## config.mk

```make
export PLATFORM = sky130hd
export DESIGN_NAME = wpng_ram
export DESIGN_NICKNAME = d
export VERILOG_FILES = /design/src/design/wpng_ram.sv
export SDC_FILE = /design/constraint.sdc
export NUM_CORES = 1
export LEC_CHECK = 0
export BUFFER_PORTS_ARGS = -buffer_cell sky130_fd_sc_hd__buf_4
export CELL_PAD_IN_SITES_DETAIL_PLACEMENT = 0
export CELL_PAD_IN_SITES_GLOBAL_PLACEMENT = 1
export CORE_MARGIN = 2
export CORE_UTILIZATION = 54
export DETAILED_ROUTE_END_ITERATION = 7
export GPL_ROUTABILITY_DRIVEN = 0
export PLACE_DENSITY = 0.89
export SYNTH_ARGS = -nofsm -noshare
export SYNTH_HDL_FRONTEND = slang
export SYNTH_SLANG_ARGS = --single-unit
```

## constraint.sdc

```tcl
create_clock -name clock -period 3.1 [get_ports clock]
set_input_delay 0.31 -clock clock [delete_from_list [all_inputs] [get_ports clock]]
set_output_delay 0.31 -clock clock [all_outputs]
set_load 0.02 [all_outputs]
```

## src/design/wpng_ram.sv

```systemverilog
`timescale 1ns / 1ps
// ----------------------------------------------------------------------------
// wpng_ram
// Generic single write port, single read port RAM with registered read data.
// ----------------------------------------------------------------------------
module wpng_ram #(
   parameter int WIDTH = 16,
   parameter int DEPTH = 16
) (
   input  logic                     clock,
   input  logic                     wr_en,
   input  logic [$clog2(DEPTH)-1:0] wr_addr,
   input  logic [WIDTH-1:0]         wr_data,
   input  logic                     rd_en,
   input  logic [$clog2(DEPTH)-1:0] rd_addr,
   output logic [WIDTH-1:0]         rd_data
);

   logic [WIDTH-1:0] mem_ff [DEPTH];
   logic [WIDTH-1:0] rd_data_ff;

   always_ff @(posedge clock) begin
      if (wr_en) begin
         mem_ff[wr_addr] <= wr_data;
      end
      if (rd_en) begin
         rd_data_ff <= mem_ff[rd_addr];
      end
   end

   assign rd_data = rd_data_ff;

endmodule

```

==> out/metrics.csv, run 1 <==
stage,metric,value,unit
power_and_ir_drop,swShare,20.2,%
timing,relSlewSlack,32.4,%
placement,hpwl,11.0,mm
floorplan,die-area,20000,um2
placement,placed_cells,708,
layout,diodes,0,
grt,grt_pass1_vias,5038,
outcome,status,"finished, final reports clean",
power_and_ir_drop,p_int,6140,uW
cts,h-tree-depth,1,
worst_setup_path,critPathRequiredTime,3330,ps
synthesis,async_flop_share,0,%
synthesis,syn_area,10200,um2
timing,skew,13.4,ps
layout,syn_to_final_growth,15.0,%
timing,finalMaxSlewViolations,0,
timing,hold_viol_final,0,
cts,holdBufCountCts,0,
synthesis,synth.area.top_cells,"edfxtp_1 (80%), mux4_2 (12%), mux4_1 (2.6%)",
worst_setup_path,cp_max_fo,9,
synthesis,yosys_warnings,0,
worst_setup_path,worstSetupEndpointType,flip-flop,
timing,period_share,56.6,%
synthesis,ys_types,18,
floorplan,die_w,141,um
worst_setup_path,startpoint_type,primary input,
worst_setup_path,reg2reg_depth,3,
drt,ant_nets,0,
drt,drt-initial-drc-count,561,
synthesis,synth.ff_latch_count,272,
cts,clkTransAtPathRegs,60,ps
cts,cts_resized,0,
synthesis,synthCells,432,
drt,dr.pass1.iters,5,
layout,utilization,62.9,%
drt,routedWlPerCell,28.5,um
drt,num_vias,4811,
layout,seqCellArea,8170,um2
synthesis,avgSynthCellArea,23.6,um2
power_and_ir_drop,seqPwrFrac,54.2,%
floorplan,num_rows,50,
grt,grt_max_degree,65,
grt,overflow,0,
floorplan,io_pins,43,
floorplan,die_y,141,um
grt,antenna_found_initial,0,
synthesis,synth_top_cell_area_share,80.0,%
floorplan,coreArea,18600,um2
floorplan,start_util,54.7,%
synthesis,synth-edff-count,272,
timing,setup_viol,0,
timing,min_period,1750,ps
cts,cts_tree,built,
power_and_ir_drop,ir_drop,0.441,mV
power_and_ir_drop,combPwrFrac,5.1,%
drt,drcViolationCount,0,
timing,rsz0062_at_grt,false,
drt,vias_per_cell,6.36,
flow_run,maxCapViolations,0,
power_and_ir_drop,powerDensity,656,nW/um2
timing,fin_setup_tns,0,ps
worst_setup_path,cp.arrival,1990,ps
synthesis,yosysTopAreaCell,edfxtp_1,
power_and_ir_drop,p_sw,1560,uW
timing,tightest_slew,1010,ps
power_and_ir_drop,p_leak,0.00383,uW
cts,clk_latency,520,ps
power_and_ir_drop,clock_power_share,40.7,%
synthesis,synth-main-ff-cell,edfxtp_1,
drt,wirelength,21.6,mm
layout,layout-drive-gt1-share,31.2,%
synthesis,yosysSeqAreaShare,80.0,%
layout,fin_cells,756,
worst_setup_path,crit_type,primary input to flip-flop,
layout,multiInputGateArea,1940,um2
cts,cts.sinks,272,
cts,cts_buffers,26,
synthesis,synthesis.nets,459,
grt,grtUsageTotal,22.4,%
cts,cts_buffer_depth,3,
grt,grt_pass1_wl,32.0,mm
min_path,min_path_cells,1,
layout,nets,529,
layout,nFillCells,1213,
timing,fmax,570,MHz
cts,root_buffer,clkbuf_16,
cts,post_cts_buffers,0,
min_path,hp-class,primary input to flip-flop,
placement,port_buffers,42,
==> power by group through the flow <==
stage / clock network [uW] / registers (uW) / logic [uW]
floorplan: 0 / 4260 / 201
global placement: 0 / 4240 / 378
detailed placement: 0 / 4250 / 392
CTS: 3170 / 4170 / 397
global route: 3310 / 4170 / 423
finish: 3130 / 4170 / 394
==> metrics by stage <==
stage               cell area, um2  hold slack [ps]  power [uW]  worst slack, ps
CTS                          11700             64.9        7740             1350
floorplan                    10200              409        4460              735
global placement             10900              596        4620              897
finish                       11700             76.0        7690             1350
global route                 11700             79.1        7910             1280
detailed placement           10900              604        4640              820
==> Yosys cell counts (2+ instances only) <==
| cell | n |
|---|---|
| edfxtp_1 | 272 |
| mux4_2 | 54 |
| a22oi_1 | 32 |
| nand2_1 | 17 |
| nor2_1 | 13 |
| mux4_1 | 10 |
| clkbuf_1 | 8 |
| buf_6 | 4 |
| nor3_1 | 4 |
| buf_1 | 3 |
| buf_2 | 3 |
| buf_4 | 3 |
| nand2b_1 | 2 |
| nand3b_1 | 2 |
| nor2b_1 | 2 |
==> cell type report <==
type | count | share of cell area, %
Sequential cell | 272 | 69.6
Clock inverter | 20 | 1.47
Multi-Input combinational cell | 139 | 16.5
Tap cell | 234 | 2.49
Clock buffer | 28 | 5.79
Timing Repair Buffer | 63 | 4.14
==> placed cells by master, fill, tap and decap left out, drive strengths merged <==
cell      instances
clkinvlp          3
nor3              4
mux4             64
clkbuf           28
buf              63
nor2             13
nand2b            2
nand2            17
nand3             1
nand3b            2
nor2b             2
a22oi            32
clkinv           14
edfxtp          272
bufinv            3
or3b              1
and2              1
==> sequential cells by signal (all words and copies together) (netlist names) <==
signal   count
rd_data     16
mem_ff     256
==> critical path, stage by stage <==
cell	delay (ps)
buf_4	120
or3b_2	540
nor3_2	700
buf_4	320
==> final timing paths <==
path | from | endpoint | slack [ps]
worst max register to register | mem_ff[2][11] | rd_data[11] | 1540
worst min register to register | mem_ff[15][5] | rd_data[5] | 750
worst min-delay path | wr_data[11] | mem_ff[15][11] | 80
worst max-delay path | wr_addr[2] | mem_ff[0][15] | 1350
==> cell families after synthesis <==
kind of cell	Yosys count	synth area share (%)
DFF	272	80.0
muxes	64	14.5
and+or+nand+nor	43	1.89
AOI/OAI and AO/OA	32	2.35
buffers and inverters	21	1.21
==> per-layer routing <==
| layer | vias up | share of wire, % | track usage [%] |
|---|---|---|---|
| met5 | - | 0 | 0 |
| met4 | 0 | 2.3 | 6.89 |
| met3 | 40 | 8.0 | 4.29 |
| met2 | 243 | 49 | 36.2 |
| met1 | 2535 | 40 | 31.8 |
| li1 | 1993 | - | - |
(Power assumes the default switching activity.)
==> run 2, diff against run 1 <==
Settings changed: CORE_UTILIZATION 54 to 49, PLACE_DENSITY 0.89 to 0.86.
Clock period 3.1 ns to 1.45 ns, I/O delays scaled along.
==> run 2 against run 1 <==
  * Clock power is 110% higher
  * Cell count grew 7.4%
  * Sequential cell count unchanged
  * Sequential share of layout area is 3.0 points lower
  * Critical endpoint is now rd_data[8]
  * Highest routed layer unchanged
==> out/metrics.csv, run 2 (synthesis results as in run 1) <==
stage,metric,value,unit,change
layout,nFillCells,1360,,"was 1,213"
cts,clkTransAtPathRegs,60,ps,about the same
cts,h-tree-depth,1,,unchanged
layout,nets,550,,was 529
worst_setup_path,critPathRequiredTime,1730,ps,was 3330 ps
placement,hpwl,11.2,mm,was 11.0 mm
grt,grt_max_degree,36,,was 65
layout,diodes,0,,unchanged
timing,relSlewSlack,51.8,%,was 32.4%
layout,postLayoutCellArea,12300,um2,"was 11,700 um2"
outcome,status,"finished, final reports clean",,unchanged
worst_setup_path,crit_type,flip-flop to flip-flop,,was primary input to flip-flop
floorplan,die-area,22000,um2,"was 20,000 um2"
worst_setup_path,critical_path.max_stage_delay,510,ps,was 700 ps
timing,period_share,98.7,%,
timing,min_period,1430,ps,
drt,num_vias,4837,,"was 4,811"
worst_setup_path,path_buf_inv,0,,was 2
layout,seqCellArea,8170,um2,unchanged
layout,multiInputGateArea,1990,um2,was 1940 um2
timing,tightest_slew,720,ps,was 1010 ps
layout,top_register,mem_ff,,unchanged
cts,post_cts_buffers,0,,unchanged
drt,routedWlPerCell,26.2,um,was 28.5 um
worst_setup_path,startpoint_type,flip-flop,,was primary input
grt,grt_pass1_vias,5092,,"was 5,038"
timing,hold_viol_final,0,,unchanged
timing,setup_viol,0,,unchanged
timing,fmax,699,MHz,
grt,overflow,0,,unchanged
power_and_ir_drop,powerDensity,1340,nW/um2,was 656 nW/um2
worst_setup_path,worstSetupEndpointType,flip-flop,,unchanged
grt,grtUsageTotal,19.9,%,was 22.4%
grt,grt_pass1_wl,31.6,mm,was 32.0 mm
worst_setup_path,cp_max_fo,1,,was 9
layout,syn_to_final_growth,20.2,%,was 15.0%
drt,drcViolationCount,0,,unchanged
floorplan,io_pins,43,,unchanged
layout,largest_reg_flops,256,,unchanged
worst_setup_path,cp_slowest_cell,mux4_2,,was nor3_2
placement,port_buffers,42,,unchanged
worst_setup_path,crit_chain,mux4_2 > a22oi_2 > nand2_1,,was buf_4 > or3b_2 > nor3_2 > buf_4
floorplan,start_util,50.1,%,was 54.7%
cts,cts.sinks,272,,unchanged
floorplan,die_w,148,um,was 141 um
cts,cts_buffer_depth,3,,unchanged
layout,layout_common_cells,"edfxtp_1 (272), mux4_2 (58), buf_4 (47), clkbuf_16 (26), a22oi_1 (24)",,"was edfxtp_1 (272), buf_4 (62), mux4_2 (54), a22oi_1 (32), clkbuf_16 (27)"
drt,drt-initial-drc-count,538,,was 561
grt,antenna_found_initial,0,,unchanged
timing,hold-worst-slack,45.0,ps,was 76.0 ps
drt,wirelength,21.2,mm,was 21.6 mm
worst_setup_path,cp.arrival,1710,ps,was 1990 ps
power_and_ir_drop,ir_drop,0.686,mV,was 0.441 mV
floorplan,coreArea,20400,um2,"was 18,600 um2"
drt,dr.pass1.iters,5,,unchanged
timing,finalMaxSlewViolations,0,,unchanged
min_path,hp-class,primary input to flip-flop,,unchanged
drt,ant_nets,0,,unchanged
placement,placed_area,11200,um2,"was 10,900 um2"
cts,root_buffer,clkbuf_16,,unchanged
cts,cts_tree,built,,unchanged
drt,vias_per_cell,5.96,,was 6.36
floorplan,num_rows,52,,was 50
floorplan,die_y,148,um,was 141 um
layout,final_common_cell,edfxtp_1,,unchanged
cts,cts_buffers,26,,unchanged
flow_run,maxCapViolations,0,,unchanged
power_and_ir_drop,p_leak,0.00396,uW,was 0.00383 uW
cts,clk_latency,530,ps,was 520 ps
worst_setup_path,cp_top_family,multiplexers,,was simple AND/OR/NAND/NOR gates
layout,layout-drive-gt1-share,34.5,%,was 31.2%
timing,skew,7.70,ps,was 13.4 ps
run 2: metal layers:
layer | track usage, % | part of all wire, % | vias to the layer above
li1 | - | - | 2040
met1 | 28.2 | 41 | 2539
met2 | 33.2 | 51 | 233
met3 | 3.07 | 7.1 | 25
met4 | 4.76 | 1.2 | 0
met5 | 0 | 0 | -
run 2: worst reg2reg max path, cell delays in order (launching register included):
cell and delay, ps:
edfxtp_1 410, mux4_2 510, a22oi_2 180, nand2_1 80
run 2: final timing paths:
| kind | from | to | slack (ps) | depth (start not counted) |
|---|---|---|---|---|
| worst max-delay path | mem_ff[8][8] | rd_data[8] | 20 | 3 |
| worst min-delay path | rd_en | rd_data[15] | 40 | 1 |
| worst max register to register | mem_ff[8][8] | rd_data[8] | 20 | 3 |
| worst min register to register | mem_ff[14][11] | rd_data[11] | 740 | 3 |
run 2: cell type report:
type | count | area share (%)
Clock buffer | 31 | 5.46
Clock inverter | 16 | 1.33
Multi-Input combinational cell | 139 | 16.3
Sequential cell | 272 | 66.6
Tap cell | 270 | 2.75
Timing Repair Buffer | 84 | 7.61
run 2: per-stage QoR:
step	setup TNS (ps)	total power (uW)	util, %	worst slack (ps)	std cells
global route	-23.8	16900	60.2	-23.8	812
finish	0	16400	60.2	19.5	812
floorplan	-11810	9550	-	-216	432
detailed placement	-3110	9970	55.2	-228	749
CTS	0	16500	60.1	7.70	812
global placement	-2560	9920	55.2	-206	749
run 2: timing repair:
action,in CTS,in global routing
endpoints found under the hold margin,256,0
hold buffers,16,0
resized for setup,1,11
pin swaps,1,3
setup endpoints to repair,1,8
run 2: power breakdown:
| part | internal [uW] | switching [uW] |
|---|---|---|
| clock network | 3830 | 2710 |
| registers | 8860 | 55.3 |
| logic | 434 | 512 |
| total | 13100 | 3280 |
==> run 3, diff against run 2 <==
Settings changed: REMOVE_ABC_BUFFERS set to 1.
==> run 3 against run 2 <==
  * Count of clock-buffer cells in the layout down 2
  * First-iteration DRC count grew 7.1%
  * Core utilization up 0.47 points
  * Largest power group unchanged
  * Clock skew grew 7.8 ps
  * Sequential power barely moved
  * Register-to-register slack hardly changed
  * Largest cell class unchanged
==> out/metrics.csv, run 3 (synthesis results as in run 1) <==
stage,metric,value,unit,change
outcome,status,"finished, final reports clean",,unchanged
worst_setup_path,crit_type,flip-flop to flip-flop,,unchanged
grt,overflow,0,,unchanged
drt,wirelength,21.5,mm,was 21.2 mm
drt,routedWlPerCell,26.1,um,was 26.2 um
floorplan,io_pins,43,,unchanged
layout,final_common_cell,edfxtp_1,,unchanged
layout,layout_common_cells,"edfxtp_1 (272), buf_4 (57), mux4_2 (56), clkbuf_16 (27), a22oi_1 (22)",,"was edfxtp_1 (272), mux4_2 (58), buf_4 (47), clkbuf_16 (26), a22oi_1 (24)"
worst_setup_path,cp_slowest_cell,mux4_2,,unchanged
worst_setup_path,critical_path.max_stage_delay,490,ps,was 510 ps
timing,fin_setup_tns,0,ps,unchanged
floorplan,coreArea,20400,um2,unchanged
layout,syn_to_final_growth,21.1,%,was 20.2%
drt,dr.pass1.iters,5,,unchanged
worst_setup_path,cp_top_family,multiplexers,,unchanged
cts,clkTransAtPathRegs,70,ps,was 60 ps
timing,fmax,702,MHz,was 699 MHz
worst_setup_path,r2r_start,mem_ff[10][5],,was mem_ff[8][8]
floorplan,die_y,148,um,unchanged
layout,diodes,0,,unchanged
placement,hpwl,11.6,mm,was 11.2 mm
worst_setup_path,critPathRequiredTime,1730,ps,about the same
min_path,hp-class,primary input to flip-flop,,unchanged
grt,grt_pass1_wl,32.1,mm,was 31.6 mm
drt,num_vias,4917,,"was 4,837"
worst_setup_path,path_buf_inv,0,,unchanged
cts,root_buffer,clkbuf_16,,unchanged
grt,grt_max_degree,21,,was 36
timing,min_period,1430,ps,about the same
layout,postLayoutCellArea,12400,um2,"was 12,300 um2"
timing,skew,15.6,ps,was 7.70 ps
cts,cts.sinks,272,,unchanged
layout,largest_reg_flops,256,,unchanged
cts,post_cts_buffers,0,,unchanged
worst_setup_path,crit_chain,mux4_2 > a22oi_2 > nand2_1,,unchanged
placement,port_buffers,42,,unchanged
drt,drt-initial-drc-count,576,,was 538
power_and_ir_drop,ir_drop,0.955,mV,was 0.686 mV
grt,grt_pass1_vias,5173,,"was 5,092"
timing,tightest_slew,363,ps,was 720 ps
worst_setup_path,cp.arrival,1710,ps,about the same
worst_setup_path,reg2reg_slack,20,ps,about the same
cts,clk_latency,540,ps,was 530 ps
floorplan,num_rows,52,,unchanged
worst_setup_path,crit_end,rd_data[5],,was rd_data[8]
drt,vias_per_cell,5.96,,about the same
timing,hold_viol_final,0,,unchanged
cts,h-tree-depth,1,,unchanged
layout,nFillCells,1383,,"was 1,360"
drt,ant_nets,0,,unchanged
placement,placed_area,11300,um2,"was 11,200 um2"
timing,setup_viol,0,,unchanged
layout,top_register,mem_ff,,unchanged
timing,finalMaxSlewViolations,0,,unchanged
floorplan,start_util,50.1,%,unchanged
cts,cts_tree,built,,unchanged
worst_setup_path,cp_max_fo,1,,unchanged
power_and_ir_drop,power,16500,uW,"was 16,400 uW"
worst_setup_path,r2r-end,rd_data[5],,was rd_data[8]
floorplan,die_w,148,um,unchanged
cts,cts_buffers,27,,was 26
cts,cts_buffer_depth,3,,unchanged
layout,layout-drive-gt1-share,36.8,%,was 34.5%
drt,drcViolationCount,0,,unchanged
worst_setup_path,reg2reg_depth,3,,unchanged
worst_setup_path,cp.depth,3,,unchanged
timing,period_share,98.3,%,was 98.7%
grt,grtUsageTotal,20.2,%,was 19.9%
power_and_ir_drop,p_leak,0.00403,uW,was 0.00396 uW
grt,antenna_found_initial,0,,unchanged
worst_setup_path,crit_path_start,mem_ff[10][5],,was mem_ff[8][8]
floorplan,die-area,22000,um2,unchanged
worst_setup_path,worstSetupEndpointType,flip-flop,,unchanged
flow_run,maxCapViolations,0,,unchanged
worst_setup_path,startpoint_type,flip-flop,,unchanged
timing,relSlewSlack,75.8,%,was 51.8%
power_and_ir_drop,powerDensity,1330,nW/um2,was 1340 nW/um2
layout,nets,561,,was 550
run 3: changes by cell type in the layout (fill, tap and decap cells not counted), sizes merged:
cell / change
buf: +10
clkinv: +5
clkbuf: -2
inv: +1
bufinv: -1
run 3: power by group:
part           switching [uW]  total, uW  internal, uW
clock network            2830       6600          3760
registers                52.0       8910          8860
logic                     517        968           450
run 3: worst register-to-register path, stage by stage, from the launching register on:
cell and delay (ps):
edfxtp_1 410, mux4_2 490, a22oi_2 210, nand2_1 80
run 3: layer usage:
metal	track usage [%]	routed length [um]
met1	27.7	8570
met2	34.0	11100
met3	2.58	1300
met4	7.14	567
met5	0	0
run 3: area by class of cell:
class | count | area, um2 | area share (%)
Multi-Input combinational cell | 139 | 2000 | 16.2
Clock buffer | 29 | 683 | 5.53
Timing Repair Buffer | 94 | 1010 | 8.16
Sequential cell | 272 | 8170 | 66.1
Tap cell | 270 | 338 | 2.73
Clock inverter | 21 | 159 | 1.29
run 3: how the worst min path moves through the flow:
stage               endpoint  cells after the start         from  slack [ps]
4_1_cts           rd_data[6]                      1        rd_en          40
3_3_place_gp   mem_ff[1][10]                      1  wr_data[10]         430
5_1_grt           rd_data[7]                      1        rd_en          50
6_report         rd_data[14]                      1        rd_en          50
3_5_place_dp    mem_ff[5][9]                      1   wr_data[9]         440
2_1_floorplan   mem_ff[0][0]                      0   wr_data[0]         240
run 3: per-stage QoR:
stage	setup WS [ps]	cells	utilization, %	hold slack [ps]
5_1_grt	-23.4	825	60.7	46.1
6_report	24.6	825	60.7	49.2
3_5_place_dp	-265	759	55.6	445
4_1_cts	5.79	825	60.5	35.8
2_1_floorplan	-750	411	-	244
3_3_place_gp	-263	759	55.6	427
run 3: timing repair:
action	in CTS	in global routing
setup endpoints to repair	0	9
gates resized for setup	0	12
hold buffers	16	0
endpoints found under the hold margin	256	0
